===== src/rtl/tcw_pkg.sv =====
// Shared types, codes and constants for the text console writer.
`default_nettype none

package tcw_pkg;

    localparam int DEF_ROWS      = 25;
    localparam int DEF_COLS      = 80;
    localparam int DEF_TAB_WIDTH = 4;

    localparam int CHAR_W  = 8;
    localparam int ATTR_W  = 8;
    localparam int INDEX_W = 11;
    localparam int CELL_W  = 16;
    localparam int FUNC_W  = 2;
    localparam int IN_DATA_W  = 32;
    localparam int OUT_DATA_W = 32;

    localparam logic [FUNC_W-1:0] FUNC_WRITE = 2'd0;
    localparam logic [FUNC_W-1:0] FUNC_READ  = 2'd1;
    localparam logic [FUNC_W-1:0] FUNC_CLEAR = 2'd2;

    localparam logic [CHAR_W-1:0] SPACE_CODE   = 8'd32;
    localparam logic [CHAR_W-1:0] NEWLINE_CODE = 8'd10;
    localparam logic [CHAR_W-1:0] TAB_CODE     = 8'd9;
    localparam logic [ATTR_W-1:0] RESET_ATTR   = 8'd7;

    typedef enum logic [2:0] {
        ST_INIT,
        ST_IDLE,
        ST_DECODE,
        ST_MOVE,
        ST_BLANK,
        ST_RUN,
        ST_CLEAR,
        ST_RESULT
    } tcw_state_t;

    typedef struct packed {
        logic load;
        logic setup_run;
        logic scroll_start;
        logic move_step;
        logic fill_step;
        logic fill_init;
        logic run_step;
        logic read_issue;
        logic out_load;
    } tcw_cmd_t;

    typedef struct packed {
        logic [FUNC_W-1:0] func;
        logic              need_scroll;
        logic              move_last;
        logic              fill_last;
        logic              run_done;
        logic              out_full;
    } tcw_sts_t;

endpackage

`default_nettype wire


===== src/rtl/tcw_ctrl.sv =====
// Controller state machine for the text console writer.
`default_nettype none

module tcw_ctrl
(
    input  wire logic             clk,
    input  wire logic             rst_n,
    input  wire logic             s_tvalid,
    output logic                  s_tready,
    input  wire logic             m_tready,
    input  wire tcw_pkg::tcw_sts_t sts,
    output tcw_pkg::tcw_cmd_t     cmd
);
    import tcw_pkg::*;

    tcw_state_t state_reg;
    tcw_state_t state_next;

    always_ff @(posedge clk or negedge rst_n)
    begin
        if (!rst_n)
        begin
            state_reg <= ST_INIT;
        end
        else
        begin
            state_reg <= state_next;
        end
    end

    always_comb
    begin
        state_next = state_reg;
        cmd        = '0;
        s_tready   = 1'b0;
        case (state_reg)
            ST_INIT:
            begin
                cmd.fill_step = 1'b1;
                cmd.fill_init = 1'b1;
                if (sts.fill_last)
                begin
                    state_next = ST_IDLE;
                end
            end
            ST_IDLE:
            begin
                s_tready = 1'b1;
                if (s_tvalid)
                begin
                    cmd.load   = 1'b1;
                    state_next = ST_DECODE;
                end
            end
            ST_DECODE:
            begin
                case (sts.func)
                    FUNC_WRITE:
                    begin
                        cmd.setup_run = 1'b1;
                        if (sts.need_scroll)
                        begin
                            cmd.scroll_start = 1'b1;
                            state_next       = ST_MOVE;
                        end
                        else
                        begin
                            state_next = ST_RUN;
                        end
                    end
                    FUNC_READ:
                    begin
                        cmd.read_issue = 1'b1;
                        state_next     = ST_RESULT;
                    end
                    FUNC_CLEAR:
                    begin
                        state_next = ST_CLEAR;
                    end
                    default:
                    begin
                        state_next = ST_RESULT;
                    end
                endcase
            end
            ST_MOVE:
            begin
                cmd.move_step = 1'b1;
                if (sts.move_last)
                begin
                    state_next = ST_BLANK;
                end
            end
            ST_BLANK:
            begin
                cmd.fill_step = 1'b1;
                if (sts.fill_last)
                begin
                    state_next = ST_RUN;
                end
            end
            ST_RUN:
            begin
                if (sts.run_done)
                begin
                    state_next = ST_RESULT;
                end
                else
                begin
                    cmd.run_step = 1'b1;
                end
            end
            ST_CLEAR:
            begin
                cmd.fill_step = 1'b1;
                if (sts.fill_last)
                begin
                    state_next = ST_RESULT;
                end
            end
            ST_RESULT:
            begin
                if (!sts.out_full || m_tready)
                begin
                    cmd.out_load = 1'b1;
                    state_next   = ST_IDLE;
                end
            end
            default:
            begin
                state_next = ST_IDLE;
            end
        endcase
    end

endmodule

`default_nettype wire


===== config.mk =====
export PLATFORM = sky130hd
export DESIGN_NAME = tcw_ctrl
export DESIGN_NICKNAME = d
export VERILOG_FILES = /design/src/rtl/tcw_pkg.sv /design/src/rtl/tcw_ctrl.sv
export SDC_FILE = /design/constraint.sdc
export NUM_CORES = 1
export LEC_CHECK = 0
export ABC_AREA = 1
export ABC_CLOCK_PERIOD_IN_PS = 1200
export BUFFER_PORTS_ARGS = -buffer_cell sky130_fd_sc_hd__buf_2
export CAP_MARGIN = 10
export CORE_AREA = 2 2 39 41
export CTS_CLUSTER_DIAMETER = 120
export DETAILED_ROUTE_END_ITERATION = 8
export DIE_AREA = 0 0 41 43
export PLACE_DENSITY = 0.55
export SLEW_MARGIN = 20
export SYNTH_ARGS = -nofsm -noshare
export SYNTH_HDL_FRONTEND = slang
export SYNTH_SLANG_ARGS = --single-unit

===== constraint.sdc =====
create_clock -name clk -period 1.2 [get_ports clk]
set_input_delay 0.24 -clock clk [delete_from_list [all_inputs] [get_ports clk]]
set_output_delay 0.24 -clock clk [all_outputs]
set_load 0.01 [all_outputs]

Word-level counts from Yosys, hierarchy flattened:

Cells that the tools add are included.

* bits in registers: 3
* input port bits: 11
* output and inout bits: 10
* logic and storage cells: 48

* eq/ne operators: 16
* mux-type cells: 25
* reduce and logical (&&, ||, !) cells: 6

Operators with widths (count)
* $mux 3: 8
* $pmux 3 s8: 1
* $ne 2x2->1 const B: 7
* $mux 1: 13
* $eq 3x3->1 const B: 4
* $reduce_and 7->1: 1
* $eq 3x2->1 const B: 2
* $pmux 3 s2: 1
* $mux 2: 2
* $eq 3x1->1 const B: 1
* $logic_not 3->1: 1
* $reduce_or 3->1: 1
* $eq 2x1->1 const B: 1
* $eq 2x2->1 const B: 1
* $logic_not 2->1: 1
* $logic_not 1->1: 1
* $logic_or 1x1->1: 1

Logic depth before layout (Yosys ltp):

* word-level depth: 4
* mapped depth: 9
* mapped depth without buffers: 8

Worst setup path after synthesis:

Ideal clock, no wire load.

* path type: reg-to-output
* from: register state_reg[0]
* to: output cmd[6] in the netlist's numbering
* arrival: 1.062 ns
* required time: 0.960 ns
* slack: -0.102 ns
* cell stages (with the launch flop): 5
* path through: dfrtp_1 -> buf_4 -> nor2_1 -> nand2_1 -> nor4_1

RTL lines
* start, declared: line tcw_ctrl.sv:16 `tcw_state_t state_reg;`
* start signal, assigned: line tcw_ctrl.sv:27 `state_reg <= state_next;`
* end, declared: line tcw_ctrl.sv:12 `output tcw_pkg::tcw_cmd_t cmd`

==> results.yml <==
sta:
  skew_ns: 0.00615
  rsz0062_at_grt: "yes"
  final-hold-violation-count: 0
  relSlewSlack_pct: 88.6
  worst_slack_ns: -0.236
  fin_crit_ns: 1.44
  finalMaxSlewViolations: 0
  tightest_slew_ns: 0.169
  post-route-period-util_pct: 120
  setup_viol: 13
  clock.fmax_mhz: 696
  fin_tns_setup_ns: -2.16
critical_path:
  critPathKind: "reg -> out"
  r2r-start: "state_reg[0]"
  crit_chain: "nor2_4, nand2_4, nor4_4, buf_2"
  max_stage_delay_ns: 0.44
  reg2reg_slack_ns: -0.07
  crit_path_top_delay_cell: "dfrtp_2"
  endpoint_kind: "output pin"
  reg2reg_depth: 8
  start_kind: "flop"
  cp.arrival_ns: 1.20
  path_max_fanout: 5
  r2r_end: "state_reg[1]"
  cp.required_ns: 0.96
grt:
  antenna_found_initial: 0
  grt_pass1_wl_microns: 1660
  grt.total_usage_pct: 14.0
  grt_pass1_vias: 446
  grt_max_degree: 8
  grt.overflow.total: 0
detailed_routing:
  wl_microns: 1010
  first_iter_violations: 12
  ant_nets: 0
  num_vias: 496
  via_per_inst: 4.47
  drcViolationCount: 0
  dr.pass1.iters: 4
  avgRoutedWirePerCell_microns: 9.13
synthesis:
  yosysWarnings: 0
  synth_cell_types: 15
  synth.area.top_cells: "dfrtp_1 (20%), nand2_1 (16%), inv_1 (10%), nand2_2 (8.5%), nand3_1 (6.8%)"
  synth_top_area_cell: "dfrtp_1"
  synth-seq-cells: 3
  syn_area_sq_um: 369
  seq_area_frac_synth_pct: 20.3
  syn_nets: 72
  syn_area_per_cell_sq_um: 6.05
  syn-instance-count: 61
  yosys.area.top_type_share_pct: 20.3
status:
  violations: "setup timing"
  status: "finished, violations left"
clock_network:
  cts_buffers: 3
  cts_tree: "yes"
  clk_pin_slew_ns: 0.04
  cts-root-buf: "clkbuf_4"
  clock_path_buffers: 2
  clock_latency_ns: 0.24
  cts_sinks: 3
  h-tree-depth: 1
power:
  p_sw_share_pct: 49.4
  power.internal_mw: 0.824
  p_clk_share_pct: 11.3
  p_leak_nw: 0.398
  seqPwrFrac_pct: 14.0
  power_switching_mw: 0.805
  power_density_nw_per_um2: 2430
  peakVddDrop_mv: 1.10
  combPwrFrac_pct: 74.7
layout:
  drive_gt1_share_pct: 60.0
  finalNetCount: 107
  antenna-diode-count: 0
  final_cell_count_no_fill: 111
  fin_area_sq_um: 671
  syn_to_final_growth_pct: 81.7
  largest_reg_flops: 3
floorplan:
  core_sq_um: 1380
  die_h_microns: 43
  dieArea_sq_um: 1760
  start_util_pct: 26.7
  die_w_microns: 41
  rows: 14
  pin_count: 21
placed_design:
  place.port_buffers: 20
  gp_congestion: 0.789
  dpl_cell_area_sq_um: 526
  dp_hpwl_microns: 704
  post-place-cells: 101
hold_path:
  hp-class: "in -> async"
run:
  drv_cap: 0
worst max path at each step:
stage                 startpoint  endpoint  slack (ns)
CTS                 state_reg[1]    cmd[4]       -0.22
global placement    state_reg[0]    cmd[6]       -0.03
detailed placement  state_reg[0]    cmd[6]       -0.06
global route        state_reg[1]    cmd[6]       -0.31
finish              state_reg[0]    cmd[6]       -0.24
floorplan           state_reg[0]    cmd[1]       -0.02
metal layers:
metal	vias up	track usage [%]	wire length, microns
met3	3	1.57	49
met1	216	16.0	405
met5	-	0	0
met2	19	22.2	530
met4	0	10.7	27
li1	258	-	-
logic make-up (layout without fill, tap and decap cells):
family | count (synthesis) | after routing | synth area share, %
AND/OR/NAND/NOR | 44 | 44 | 64.1
flip-flops | 3 | 3 | 20.3
AO/OA/AOI/OAI | 1 | 1 | 1.35
buffers and inverters | 13 | 47 | 14.2
critical path: cells and delay by family (launching register included):
family | cells | cell delay (ns)
buf+inv | 1 | 0.16
simple gates | 3 | 0.36
flops | 1 | 0.44
Yosys cell counts:
cell type,number
nor3_1,4
nor2_4,2
dfrtp_1,3
nand2_1,16
inv_1,10
nor4_1,1
nand3_2,2
o21ai_0,1
inv_2,2
nand2_2,5
nor3_4,1
nor2_2,2
nand3_1,5
nor2_1,6
buf_4,1
final cells by class:
cell class | count | area, sq um
Timing Repair Buffer | 31 | 189
Clock buffer | 4 | 26.3
Sequential cell | 3 | 76.3
Inverter | 12 | 47.5
Multi-Input combinational cell | 45 | 312
Tap cell | 16 | 20.0
Fill cell | 145 | 713
power by group through the flow:
stage	clock, mW	sequential (mW)	combinational (mW)
finish	0.184	0.229	1.22
global route	0.195	0.235	1.36
floorplan	0	0.196	0.655
CTS	0.186	0.229	1.12
detailed placement	0	0.223	0.933
global placement	0	0.220	0.936
cells in the final DEF (no fill, tap or decap), types with 2 or more instances in the layout:
cell type,n
buf_2,20
nand2_1,14
inv_1,9
buf_4,9
nand2_2,5
nor2_1,5
nand3_1,5
nor2_4,3
nor3_4,3
clkbuf_4,3
nand2_4,2
inv_2,2
nand3_2,2
nor3_2,2
nor2_2,2
dfrtp_1,2
repair_timing:
item	in CTS	in global routing
pin swaps	0	1
setup buffers	3	2
resized for setup	11	6
setup endpoints to repair	13	13
endpoints found under the hold margin	3	0
hold buffers	1	0
through the flow:
| step | hold WS, ns | setup WS (ns) | power [mW] | util (%) |
|---|---|---|---|---|
| after floorplan | -0.0556 | -0.0243 | 0.852 | - |
| after global placement | 0.0403 | -0.0290 | 1.16 | 38.0 |
| after detailed placement | 0.0398 | -0.0566 | 1.16 | 38.0 |
| after CTS | 0.325 | -0.218 | 1.53 | 44.9 |
| after global routing | 0.338 | -0.311 | 1.79 | 48.5 |
| final | 0.320 | -0.236 | 1.63 | 48.5 |
Note: power is estimated with default switching activity, not from simulation.
